==> config.mk <==
export PLATFORM = sky130hd
export DESIGN_NAME = status_led_effect_generator_top
export DESIGN_NICKNAME = d
export VERILOG_FILES = /design/src/hw/rtl/slg_pkg.sv /design/src/hw/rtl/slg_step_counter.sv /design/src/hw/rtl/slg_wave.sv /design/src/hw/rtl/status_led_effect_generator_top.sv
export SDC_FILE = /design/constraint.sdc
export NUM_CORES = 1
export LEC_CHECK = 0
export BUFFER_PORTS_ARGS = -buffer_cell sky130_fd_sc_hd__buf_2
export CAP_MARGIN = 10
export CORE_ASPECT_RATIO = 0.6
export CORE_MARGIN = 1
export CORE_UTILIZATION = 59
export CTS_CLUSTER_SIZE = 10
export DETAILED_ROUTE_END_ITERATION = 8
export PLACE_DENSITY = 0.82
export SLEW_MARGIN = 5
export SYNTH_ARGS = -nofsm -noshare
export SYNTH_HDL_FRONTEND = slang
export SYNTH_SLANG_ARGS = --single-unit
export TNS_END_PERCENT = 1
==> constraint.sdc <==
create_clock -name clock -period 34.8 [get_ports clock]
set_clock_uncertainty 0.05 [all_clocks]
set_input_delay 3.48 -clock clock [delete_from_list [all_inputs] [get_ports clock]]
set_output_delay 3.48 -clock clock [all_outputs]
set_load 0.01 [all_outputs]
==> src/hw/rtl/slg_pkg.sv <==
// Types and constants shared by the status LED effect generator.
`default_nettype none
package slg_pkg;

   localparam int STEP_WIDTH      = 6;
   localparam int DUTY_WIDTH      = 8;
   localparam int LEVEL_WIDTH     = 17;
   localparam int ANGLE_WIDTH     = 15;
   localparam int MODE_WIDTH      = 3;
   localparam int CSR_INDEX_WIDTH = 2;
   localparam int CSR_DATA_WIDTH  = 8;

   typedef enum logic [MODE_WIDTH-1:0] {
      LED_NORMAL = 3'd0,
      LED_BOOT   = 3'd1,
      LED_RESET  = 3'd2,
      LED_ERROR  = 3'd3,
      LED_WARN   = 3'd4,
      LED_OFF    = 3'd5
   } led_mode_type;

   localparam logic [CSR_INDEX_WIDTH-1:0] CSR_LED_MODE        = 2'd0;
   localparam logic [CSR_INDEX_WIDTH-1:0] CSR_USER_BRIGHTNESS = 2'd1;

   localparam logic [DUTY_WIDTH-1:0] BRIGHTNESS_RESET = 8'd128;
   localparam logic [DUTY_WIDTH-1:0] DUTY_FULL        = 8'd255;

   typedef enum logic [1:0] {
      WAVE_LEVEL   = 2'd0,
      WAVE_BREATHE = 2'd1,
      WAVE_BLINK   = 2'd2
   } wave_kind_type;

   // Controls the step counter sees from the handshake and CSR side.
   typedef struct packed {
      logic accept;
      logic advance;
      logic mode_write;
   } step_ctl_type;

   // Quarter-wave cosine, Q1.16, pi/64 per entry.
   localparam int COS_ENTRIES = 33;
   localparam logic [LEVEL_WIDTH-1:0] COS_Q16 [COS_ENTRIES] = '{
      17'd65536, 17'd65457, 17'd65220, 17'd64827, 17'd64277, 17'd63572, 17'd62714, 17'd61705,
      17'd60547, 17'd59244, 17'd57798, 17'd56212, 17'd54491, 17'd52639, 17'd50660, 17'd48559,
      17'd46341, 17'd44011, 17'd41576, 17'd39040, 17'd36410, 17'd33692, 17'd30893, 17'd28020,
      17'd25080, 17'd22078, 17'd19024, 17'd15924, 17'd12785, 17'd9616,  17'd6424,  17'd3216,
      17'd0
   };

endpackage
`default_nettype wire

==> src/hw/rtl/slg_step_counter.sv <==
// Elapsed-step counter: wraps at the mode's period, cleared by a mode write.
`default_nettype none
module slg_step_counter
   import slg_pkg::*;
#(
   parameter int SLOW_PERIOD_STEPS = 50,
   parameter int FAST_PERIOD_STEPS = 15
) (
   input  wire logic                  clock,
   input  wire logic                  reset,
   input  wire logic [MODE_WIDTH-1:0] led_mode,
   input  wire step_ctl_type          ctl,
   output logic      [STEP_WIDTH-1:0] step_cur,
   output logic                       periodic,
   output logic                       slow
);

   localparam logic [STEP_WIDTH-1:0] SlowPeriod = STEP_WIDTH'(SLOW_PERIOD_STEPS);
   localparam logic [STEP_WIDTH-1:0] FastPeriod = STEP_WIDTH'(FAST_PERIOD_STEPS);

   logic [STEP_WIDTH-1:0] elapsed_ff;
   logic [STEP_WIDTH-1:0] elapsed_in;
   logic [STEP_WIDTH-1:0] period;
   logic [STEP_WIDTH:0]   step_inc;
   logic [STEP_WIDTH-1:0] step_adv;

   assign periodic = (led_mode == LED_BOOT) || (led_mode == LED_RESET) ||
                     (led_mode == LED_ERROR) || (led_mode == LED_WARN);
   assign slow     = (led_mode == LED_BOOT) || (led_mode == LED_WARN);
   assign period   = slow ? SlowPeriod : FastPeriod;

   // out-of-range count reads as zero
   assign step_cur = (periodic && (elapsed_ff < period)) ? elapsed_ff : '0;
   assign step_inc = {1'b0, step_cur} + 1'b1;
   assign step_adv = (step_inc >= {1'b0, period}) ? '0 : step_inc[STEP_WIDTH-1:0];

   always_comb begin
      elapsed_in = elapsed_ff;
      if (ctl.mode_write) begin
         elapsed_in = '0;
      end else if (ctl.accept) begin
         if (!periodic) begin
            elapsed_in = '0;
         end else if (ctl.advance) begin
            elapsed_in = step_adv;
         end else begin
            elapsed_in = step_cur;
         end
      end
   end

   always_ff @(posedge clock) begin
      if (reset) begin
         elapsed_ff <= '0;
      end else begin
         elapsed_ff <= elapsed_in;
      end
   end

endmodule
`default_nettype wire

==> src/hw/rtl/slg_wave.sv <==
// Waveform shaping: raised-cosine level and blink phase for one step.
`default_nettype none
module slg_wave
   import slg_pkg::*;
#(
   parameter int SLOW_PERIOD_STEPS = 50,
   parameter int FAST_PERIOD_STEPS = 15
) (
   input  wire logic [STEP_WIDTH-1:0]  step,
   input  wire logic                   slow,
   output logic      [LEVEL_WIDTH-1:0] level,
   output logic                        blink_on
);

   localparam int StepCount = 2 ** STEP_WIDTH;
   localparam logic [STEP_WIDTH:0] SlowPeriod = (STEP_WIDTH+1)'(SLOW_PERIOD_STEPS);
   localparam logic [STEP_WIDTH:0] FastPeriod = (STEP_WIDTH+1)'(FAST_PERIOD_STEPS);

   logic [ANGLE_WIDTH-1:0] slow_angle [StepCount];
   logic [ANGLE_WIDTH-1:0] fast_angle [StepCount];

   // angle = step * 32768 / period, in pi/16384 units, fixed at elaboration
   for (genvar g = 0; g < StepCount; g++) begin : g_angle
      localparam int SlowA = (g * 32768) / SLOW_PERIOD_STEPS;
      localparam int FastA = (g * 32768) / FAST_PERIOD_STEPS;
      assign slow_angle[g] = SlowA[ANGLE_WIDTH-1:0];
      assign fast_angle[g] = FastA[ANGLE_WIDTH-1:0];
   end

   logic [ANGLE_WIDTH-1:0] angle;
   logic [ANGLE_WIDTH:0]   folded;
   logic                   upper;
   logic [13:0]            x;
   logic [5:0]             idx;
   logic [5:0]             idx_next;
   logic [7:0]             frac;
   logic [LEVEL_WIDTH-1:0] t0;
   logic [LEVEL_WIDTH-1:0] t1;
   logic [LEVEL_WIDTH-1:0] diff;
   logic [LEVEL_WIDTH+7:0] prod;
   logic [LEVEL_WIDTH-1:0] v;
   logic [LEVEL_WIDTH:0]   sum;

   assign angle  = slow ? slow_angle[step] : fast_angle[step];
   assign folded = (angle >= 15'd16384) ? (16'd32768 - {1'b0, angle}) : {1'b0, angle};
   assign upper  = folded > 16'd8192;
   assign x      = upper ? 14'(16'd16384 - folded) : folded[13:0];

   assign idx      = x[13:8];
   assign frac     = x[7:0];
   assign idx_next = (idx == 6'd32) ? idx : idx + 6'd1;
   assign t0       = COS_Q16[idx];
   assign t1       = COS_Q16[idx_next];
   assign diff     = t0 - t1;
   assign prod     = diff * frac;
   assign v        = t0 - prod[LEVEL_WIDTH+7:8];

   assign sum   = upper ? ({1'b0, 17'd65536} + {1'b0, v}) : ({1'b0, 17'd65536} - {1'b0, v});
   assign level = sum[LEVEL_WIDTH:1];

   assign blink_on = ({step, 1'b0} < (slow ? SlowPeriod : FastPeriod));

endmodule
`default_nettype wire

==> src/hw/rtl/status_led_effect_generator_top.sv <==
// Status LED effect generator: mode registers, step counter and duty pipeline.
//
//   channel  dir  ports                                          beat
//   req      in   req_valid req_stall req_advance                one tick
//   rsp      out  rsp_valid rsp_stall rsp_duty rsp_step_index    one duty per tick
//   csr      in   csr_write_enable csr_index csr_write_data      register write
//
// Three register stages: tick capture, waveform level, scaled duty.
// A beat passes these registers in order from accept to rsp_valid; one beat per cycle while rsp is not stalled.
// The step counter advances at accept, so back-to-back ticks never wait on
// the pipeline; only a full pipeline behind a stalled rsp stalls req.
// reset (synchronous) empties the pipeline, sets mode normal, brightness 128.
`default_nettype none
module status_led_effect_generator_top
   import slg_pkg::*;
#(
   parameter int SLOW_PERIOD_STEPS = 50,
   parameter int FAST_PERIOD_STEPS = 15
) (
   input  wire logic                       clock,
   input  wire logic                       reset,
   input  wire logic                       req_valid,
   output logic                            req_stall,
   input  wire logic                       req_advance,
   output logic                            rsp_valid,
   input  wire logic                       rsp_stall,
   output logic      [DUTY_WIDTH-1:0]      rsp_duty,
   output logic      [STEP_WIDTH-1:0]      rsp_step_index,
   input  wire logic                       csr_write_enable,
   input  wire logic [CSR_INDEX_WIDTH-1:0] csr_index,
   input  wire logic [CSR_DATA_WIDTH-1:0]  csr_write_data
);

   // ---- configuration registers ----
   logic [MODE_WIDTH-1:0] led_mode_ff;
   logic [DUTY_WIDTH-1:0] user_brightness_ff;
   logic                  mode_write;

   assign mode_write = csr_write_enable && (csr_index == CSR_LED_MODE);

   always_ff @(posedge clock) begin
      if (reset) begin
         led_mode_ff        <= LED_NORMAL;
         user_brightness_ff <= BRIGHTNESS_RESET;
      end else if (csr_write_enable) begin
         if (csr_index == CSR_LED_MODE) begin
            led_mode_ff <= csr_write_data[MODE_WIDTH-1:0];
         end
         if (csr_index == CSR_USER_BRIGHTNESS) begin
            user_brightness_ff <= csr_write_data[DUTY_WIDTH-1:0];
         end
      end
   end

   // ---- flow control: each stage moves when the one ahead is free ----
   logic s1_valid_ff;
   logic s2_valid_ff;
   logic rsp_valid_ff;
   logic out_ready;
   logic s2_ready;
   logic s1_ready;
   logic req_accept;

   assign out_ready  = !rsp_valid_ff || !rsp_stall;
   assign s2_ready   = !s2_valid_ff || out_ready;
   assign s1_ready   = !s1_valid_ff || s2_ready;
   assign req_stall  = !s1_ready;
   assign req_accept = req_valid && s1_ready;

   // ---- step counter ----
   step_ctl_type          step_ctl;
   logic [STEP_WIDTH-1:0] step_cur;
   logic                  periodic;
   logic                  slow;

   assign step_ctl.accept     = req_accept;
   assign step_ctl.advance    = req_advance;
   assign step_ctl.mode_write = mode_write;

   slg_step_counter #(
      .SLOW_PERIOD_STEPS(SLOW_PERIOD_STEPS),
      .FAST_PERIOD_STEPS(FAST_PERIOD_STEPS)
   ) u_step_counter (
      .clock    (clock),
      .reset    (reset),
      .led_mode (led_mode_ff),
      .ctl      (step_ctl),
      .step_cur (step_cur),
      .periodic (periodic),
      .slow     (slow)
   );

   // Mode decode at accept: waveform kind and peak (constant duty for level kind).
   wave_kind_type         kind_in;
   logic [DUTY_WIDTH-1:0] peak_in;

   always_comb begin
      kind_in = WAVE_LEVEL;
      peak_in = '0;
      unique case (led_mode_ff)
         LED_NORMAL: peak_in = user_brightness_ff;
         LED_BOOT,
         LED_RESET: begin
            kind_in = WAVE_BREATHE;
            peak_in = DUTY_FULL;
         end
         LED_ERROR: begin
            kind_in = WAVE_BLINK;
            peak_in = DUTY_FULL;
         end
         LED_WARN: begin
            kind_in = WAVE_BLINK;
            peak_in = user_brightness_ff;
         end
         default: peak_in = '0; // off and unused codes
      endcase
   end

   // ---- stage 1: captured tick ----
   logic [STEP_WIDTH-1:0] s1_step_ff;
   logic                  s1_slow_ff;
   wave_kind_type         s1_kind_ff;
   logic [DUTY_WIDTH-1:0] s1_peak_ff;

   // ---- stage 2: waveform level ----
   logic [STEP_WIDTH-1:0]  s2_step_ff;
   wave_kind_type          s2_kind_ff;
   logic [DUTY_WIDTH-1:0]  s2_peak_ff;
   logic [LEVEL_WIDTH-1:0] s2_level_ff;
   logic                   s2_blink_on_ff;

   logic [LEVEL_WIDTH-1:0] wave_level;
   logic                   wave_blink_on;

   slg_wave #(
      .SLOW_PERIOD_STEPS(SLOW_PERIOD_STEPS),
      .FAST_PERIOD_STEPS(FAST_PERIOD_STEPS)
   ) u_wave (
      .step     (s1_step_ff),
      .slow     (s1_slow_ff),
      .level    (wave_level),
      .blink_on (wave_blink_on)
   );

   // ---- stage 3: duty = level * peak >> 16 (breathe), peak or zero (blink), peak (level) ----
   logic [DUTY_WIDTH-1:0]             rsp_duty_ff;
   logic [STEP_WIDTH-1:0]             rsp_step_index_ff;
   logic [LEVEL_WIDTH+DUTY_WIDTH-1:0] scaled;
   logic [DUTY_WIDTH-1:0]             duty_in;

   assign scaled = s2_level_ff * s2_peak_ff;

   always_comb begin
      unique case (s2_kind_ff)
         WAVE_BREATHE: duty_in = scaled[16 +: DUTY_WIDTH];
         WAVE_BLINK:   duty_in = s2_blink_on_ff ? s2_peak_ff : '0;
         default:      duty_in = s2_peak_ff;
      endcase
   end

   always_ff @(posedge clock) begin
      if (reset) begin
         s1_valid_ff  <= 1'b0;
         s2_valid_ff  <= 1'b0;
         rsp_valid_ff <= 1'b0;
      end else begin
         if (s1_ready) begin
            s1_valid_ff <= req_valid;
         end
         if (s2_ready) begin
            s2_valid_ff <= s1_valid_ff;
         end
         if (out_ready) begin
            rsp_valid_ff <= s2_valid_ff;
         end
      end
   end

   always_ff @(posedge clock) begin
      if (req_accept) begin
         s1_step_ff <= step_cur;
         s1_slow_ff <= periodic && slow;
         s1_kind_ff <= kind_in;
         s1_peak_ff <= peak_in;
      end
      if (s2_ready && s1_valid_ff) begin
         s2_step_ff     <= s1_step_ff;
         s2_kind_ff     <= s1_kind_ff;
         s2_peak_ff     <= s1_peak_ff;
         s2_level_ff    <= wave_level;
         s2_blink_on_ff <= wave_blink_on;
      end
      if (out_ready && s2_valid_ff) begin
         rsp_duty_ff       <= duty_in;
         rsp_step_index_ff <= s2_step_ff;
      end
   end

   assign rsp_valid      = rsp_valid_ff;
   assign rsp_duty       = rsp_duty_ff;
   assign rsp_step_index = rsp_step_index_ff;

endmodule
`default_nettype wire

==> results.py, run 1 <==
metrics = {
    "clock_tree": {
        "clk_latency_ns": 0.35,
        "cts_sinks": 85,
        "ctsResizeCount": 0,
        "ctsHtreeMaxLevel": 3,
        "cts_made_buffers": 9,
        "cts_root_buf": "clkbuf_16",
        "cts_hold_buf": 0,
        "post_cts.repair.setup_buffers": 0,
        "cts_max_path_buffers": 2,
        "clk_pin_slew_ns": 0.07,
        "cts_tree": "yes",
    },
    "timing": {
        "setup_violations": 0,
        "rsz0062_at_grt": "false",
        "finalCritPeriodShare_pct": 52.0,
        "finalCriticalPeriod_ns": 18.08,
        "relSlewSlack_pct": 27.2,
        "fmax_mhz": 55.3,
        "slew_viol_final": 0,
        "tightestPinTransition_ns": 1.08,
        "setup_tns_ns": 0,
        "final_hold_viol_count": 0,
    },
    "synthesis": {
        "syn_inst": 2132,
        "ys.warnings.count": 0,
        "synthSimpleGateAreaFrac_pct": 21.0,
        "synth_top_family_by_area": "adder cells",
        "synth_seq_cells": 85,
        "ys_seq_area_share_pct": 13.4,
        "synth_cell_types": 98,
        "synth_ff_type": "edfxtp_1",
        "syn_nets": 2486,
        "synth_compound_area_share_pct": 17.3,
        "synth_edf_count": 65,
        "synthMuxAreaShare_pct": 2.49,
        "synth-xor-area-share_pct": 5.52,
        "yosys.area_share.adder_pct": 31.7,
        "synth.cell_area_sq_um": 17600,
        "synthArstFlopShare_pct": 0,
        "syn_avg_cell_area_sq_um": 8.24,
    },
    "worst_setup_path": {
        "crit_arrival_ns": 18.13,
        "r2r_start": "s1_step_ff[1]",
        "cpPeakStageDelay_ns": 0.93,
        "reg2reg_depth": 60,
        "crit_start": "s1_step_ff[1]",
        "crit_type": "reg -> reg",
        "cp_slowest_cell": "edfxtp_1",
        "cp.required_ns": 34.85,
        "critPathMaxFanout": 27,
        "crit_path_end_kind": "register",
        "start_kind": "register",
        "path_delay_family": "compound AO/OA/AOI/OAI gates",
        "crit_cells": 60,
        "cp_num_buf_inv": 8,
        "critPathMostFrequentCell": "ha_1",
        "rrSetupSlack_ns": 16.72,
        "cp-endpoint": "s2_level_ff[15]",
        "rr_endpoint": "s2_level_ff[15]",
    },
    "route": {
        "drt-total-wl_mm": 49.6,
        "drt_iter0_drc": 2439,
        "vias": 15800,
        "drt.antenna.violating_nets": 0,
        "dr_wl_met2_mm": 19.8,
        "drc_errors": 0,
        "first_pass_iters": 9,
        "wl_per_cell_um": 19.9,
        "wl_met1_mm": 22.2,
        "met3_length_mm": 7.00,
        "highest_layer": "met4",
        "via_per_inst": 6.33,
    },
    "global_routing": {
        "grt_usage_pct": 33.1,
        "grt_antenna_before_repair": 0,
        "grt_pass1_vias": 15000,
        "gr-total-overflow": 0,
        "grt_pass1_wl_mm": 80.0,
        "grt_max_degree": 85,
    },
    "die": {
        "io_pins": 32,
        "die_y_um": 136,
        "initial_core_util_pct": 60.6,
        "core_sq_um": 29000,
        "die-area_sq_um": 30500,
        "rows": 48,
        "fp.dieW_um": 225,
    },
    "final_layout": {
        "layout-drive-gt1-share_pct": 7.35,
        "nets": 2443,
        "area_delta_synth_final_pct": 4.05,
        "seqCellArea_sq_um": 2350,
        "fill_cells": 2390,
        "diodes": 0,
        "multi_input_area_sq_um": 13800,
    },
    "place": {
        "dpl.hpwl_mm": 38.8,
        "gp_congestion": 1.02,
        "port_buffers": 31,
    },
    "hold_path": {
        "min_path_type": "reg -> reg",
    },
    "run_status": {
        "outcome": "completed",
    },
    "job": {
        "cap_violations": 0,
    },
}
## sequential cells by signal, summed over array words and instances, names as in the netlist, 2 cells and up
name	cells
user_brightness_ff	8
s2_peak_ff	8
s1_step_ff	6
rsp_duty	8
rsp_step_index	6
s2_step_ff	6
s2_level_ff	17
u_step_counter.elapsed_ff	6
s2_kind_ff	2
s1_peak_ff	8
led_mode_ff	3
s1_kind_ff	2
## cells by family (layout without fill, tap and decap cells)
logic type	Yosys count	after routing
adders and majority gates	338	338
buffers and inverters	373	335
and+or+nand+nor	769	769
xor gates and xnor gates	104	104
AOI/OAI and AO/OA	426	426
muxes	37	37
DFF	85	85
## final cells by class
cell class | instances | area share (%)
Multi-Input combinational cell | 1674 | 75.2
Clock buffer | 9 | 1.23
Clock inverter | 7 | 0.684
Timing Repair Buffer | 56 | 1.87
Inverter | 263 | 5.40
Tap cell | 400 | 2.74
Sequential cell | 85 | 12.9
## synthesized netlist by cell type, drive strengths merged, types with 44 or more instances
| master | count | area [sq um] |
|---|---|---|
| and2 | 81 | 507 |
| fa | 180 | 3600 |
| nor2 | 234 | 881 |
| clkbuf | 66 | 248 |
| a21oi | 80 | 400 |
| edfxtp | 65 | 1950 |
| buf | 44 | 257 |
| xnor2 | 75 | 694 |
| o21ai | 75 | 375 |
| nand2 | 224 | 841 |
| ha | 158 | 1980 |
| inv | 261 | 980 |
## how the worst min path moves through the flow
stage                  startpoint                 to  slack (ns)  cells past startpoint
global placement    s1_peak_ff[2]      s2_peak_ff[2]        0.35                      0
detailed placement  s2_step_ff[5]  rsp_step_index[5]        0.35                      0
CTS                 s2_step_ff[2]  rsp_step_index[2]        0.36                      0
global route        s2_step_ff[2]  rsp_step_index[2]        0.36                      0
floorplan           s2_step_ff[0]  rsp_step_index[0]        0.35                      0
finish              s2_step_ff[2]  rsp_step_index[2]        0.37                      0
## metrics by stage
| step | std cells | util [%] | setup WS [ns] | hold WS [ns] | cell area [sq um] |
|---|---|---|---|---|---|
| after global routing | 2494 | 63.0 | 15.71 | 0.360 | 18300 |
| after CTS | 2494 | 63.0 | 17.18 | 0.363 | 18300 |
| after global placement | 2478 | 61.8 | 17.74 | 0.351 | 17900 |
| after floorplan | 2132 | - | 19.95 | 0.350 | 17600 |
| after detailed placement | 2478 | 61.8 | 17.24 | 0.355 | 17900 |
| final | 2494 | 63.0 | 16.72 | 0.366 | 18300 |
## layer usage
layer	up-vias	GRT usage, %
met2	1050	46.1
met1	7529	51.1
met5	-	0
met3	83	9.37
met4	0	5.06
li1	7128	-
## cell usage in the layout (no fill, tap or decap), drive strengths merged, types with 24 or more instances in the layout
cell	instances
nand2b	35
a21oi	80
buf	56
nand2	224
fa	180
inv	265
ha	158
nor2b	24
and2	81
nand3	34
xnor2	75
o21ai	75
or2	32
xor2	28
a211oi	34
mux2i	28
nor3	38
edfxtp	65
nor2	234
Power of run 1 is not shown: default switching activity piles up to over one toggle a cycle in this logic, so the estimate is an artifact.
==> run 2, diff against run 1 <==
==> constraint.sdc (replaced) <==
create_clock -name clock -period 18.58 [get_ports clock]
set_clock_uncertainty 0.05 [all_clocks]
set_input_delay 1.858 -clock clock [delete_from_list [all_inputs] [get_ports clock]]
set_output_delay 1.858 -clock clock [all_outputs]
set_load 0.01 [all_outputs]
==> run 2 against run 1 <==
Hold slack improved by 0.0035 ns; routed wire length fell by 0.13%; sequential share of layout area about the same; worst setup slack lost 16 ns; via count is 0.14% higher; design area decreased by 0.12%; count of clock-buffer cells in the layout stayed put; utilization shrank 0.073 points; global-route usage shrank 0.23 points; critical endpoint unchanged; sequential cell count is the same.
==> results.py, run 2 (synthesis results as in run 1) <==
metrics = {
    "run_status": {
        "outcome": "completed",
    },
    "global_routing": {
        "grt_pass1_wl_mm": 79.4,
        "met2_usage_pct": 46.4,
        "gr-usage-met3_pct": 9.11,
        "grt_antenna_before_repair": 0,
        "gr-total-overflow": 0,
        "grt_max_degree": 41,
        "grt_use_met1_pct": 50.6,
        "grt_usage_pct": 32.9,
        "grt-busiest-layer": "met1",
        "grt_pass1_vias": 14900,
    },
    "clock_tree": {
        "clk_latency_ns": 0.35,
        "ctsHtreeMaxLevel": 3,
        "cts_root_buf": "clkbuf_16",
        "cts_max_path_buffers": 2,
        "clk_pin_slew_ns": 0.07,
        "cts_made_buffers": 9,
        "cts_tree": "yes",
        "cts_sinks": 85,
    },
    "final_layout": {
        "most-common-layout-cells": "inv_1, nor2_1, nand2_1",
        "fill_cells": 2400,
        "layout-drive-gt1-share_pct": 7.58,
        "largest_reg_flops": 17,
        "top_register": "s2_level_ff",
        "diodes": 0,
        "final_common_cell": "inv_1",
        "area_delta_synth_final_pct": 3.93,
        "nets": 2446,
    },
    "route": {
        "via_per_inst": 6.33,
        "vias": 15800,
        "first_pass_iters": 6,
        "drt_iter0_drc": 2447,
        "drt-total-wl_mm": 49.5,
        "drc_errors": 0,
        "wl_per_cell_um": 19.8,
        "drt.antenna.violating_nets": 0,
    },
    "worst_setup_path": {
        "path_delay_family": "compound AO/OA/AOI/OAI gates",
        "crit_path_end_kind": "register",
        "cpPeakStageDelay_ns": 0.84,
        "cp_num_buf_inv": 8,
        "cp.required_ns": 18.63,
        "start_kind": "register",
        "crit_arrival_ns": 17.59,
        "crit_type": "reg -> reg",
        "cp_slowest_cell": "a211oi_1",
        "critPathMaxFanout": 27,
    },
    "die": {
        "die-area_sq_um": 30500,
        "fp.dieW_um": 225,
        "initial_core_util_pct": 60.6,
        "rows": 48,
        "io_pins": 32,
        "die_y_um": 136,
        "core_sq_um": 29000,
    },
    "place": {
        "port_buffers": 31,
        "gp_congestion": 1.01,
        "place_ws_ns": 0.819,
        "dpl.hpwl_mm": 39.1,
    },
    "job": {
        "cap_violations": 0,
    },
    "timing": {
        "setup_violations": 0,
        "finalWorstSetupSlack_ns": 1.05,
        "rsz0062_at_grt": "false",
        "relSlewSlack_pct": 25.0,
        "finalCritPeriodShare_pct": 94.4,
        "final_hold_viol_count": 0,
        "slew_viol_final": 0,
        "fmax_mhz": 57.0,
        "finalCriticalPeriod_ns": 17.53,
        "setup_tns_ns": 0,
        "tightestPinTransition_ns": 1.12,
    },
    "hold_path": {
        "min_path_type": "reg -> reg",
    },
}
[run 2: cell count changes in the layout (fill, tap and decap cells not counted), sizes merged]
cell      change
clkinv        +1
clkinvlp      +1
inv           +1
bufinv        -3
buf           +3
[run 2: path summary, 6_finish.rpt]
| check | from | slack [ns] | end | cells past startpoint |
|---|---|---|---|---|
| worst max-delay path | s1_step_ff[0] | 1.05 | s2_level_ff[15] | 61 |
| worst min-delay path | s1_peak_ff[2] | 0.37 | s2_peak_ff[2] | 0 |
| worst max register to register | s1_step_ff[0] | 1.05 | s2_level_ff[15] | 61 |
| worst min register to register | s1_peak_ff[2] | 0.37 | s2_peak_ff[2] | 0 |
[run 2: worst register-to-register path, delay by kind of cell, from the launching register on]
kind | cells | cell delay, ns
xor+xnor | 6 | 1.53
flops | 1 | 0.67
buf+inv | 8 | 1.87
fa+ha+maj | 11 | 4.64
compound gates | 23 | 5.87
simple gates | 13 | 2.66
[run 2: layout make-up]
type	instances	area [sq um]	share of cell area [%]
tap	400	500	2.74
sequential	85	2350	12.9
multi-input combinational	1674	13800	75.3
clock buffer	9	225	1.23
clock inverter	7	76.3	0.418
timing repair buffer	59	365	2.00
inverter	263	991	5.42
[run 2: routing by layer]
| layer | part of all wire, % | wire length (um) | up-vias |
|---|---|---|---|
| met4 | 1.1 | 555 | 0 |
| met2 | 40 | 20000 | 1020 |
| met5 | 0 | 0 | - |
| met1 | 44 | 22000 | 7575 |
| li1 | - | - | 7130 |
| met3 | 14 | 7000 | 87 |
[run 2: timing repair]
action | 4_1_cts | 5_1_grt
setup endpoints to repair | 0 | 6
setup buffers | 0 | 1
hold buffers | 0 | 0
resized for setup | 0 | 2
[run 2: through the flow]
stage | utilization, % | area, sq um | hold slack [ns] | instances
5_1_grt | 63.0 | 18300 | 0.374 | 2497
3_5_place_dp | 61.9 | 18000 | 0.355 | 2480
4_1_cts | 62.9 | 18300 | 0.369 | 2496
3_3_place_gp | 61.9 | 18000 | 0.352 | 2480
2_1_floorplan | - | 17600 | 0.350 | 2132
6_report | 63.0 | 18300 | 0.369 | 2497
Power of run 2 is left out for the same reason.
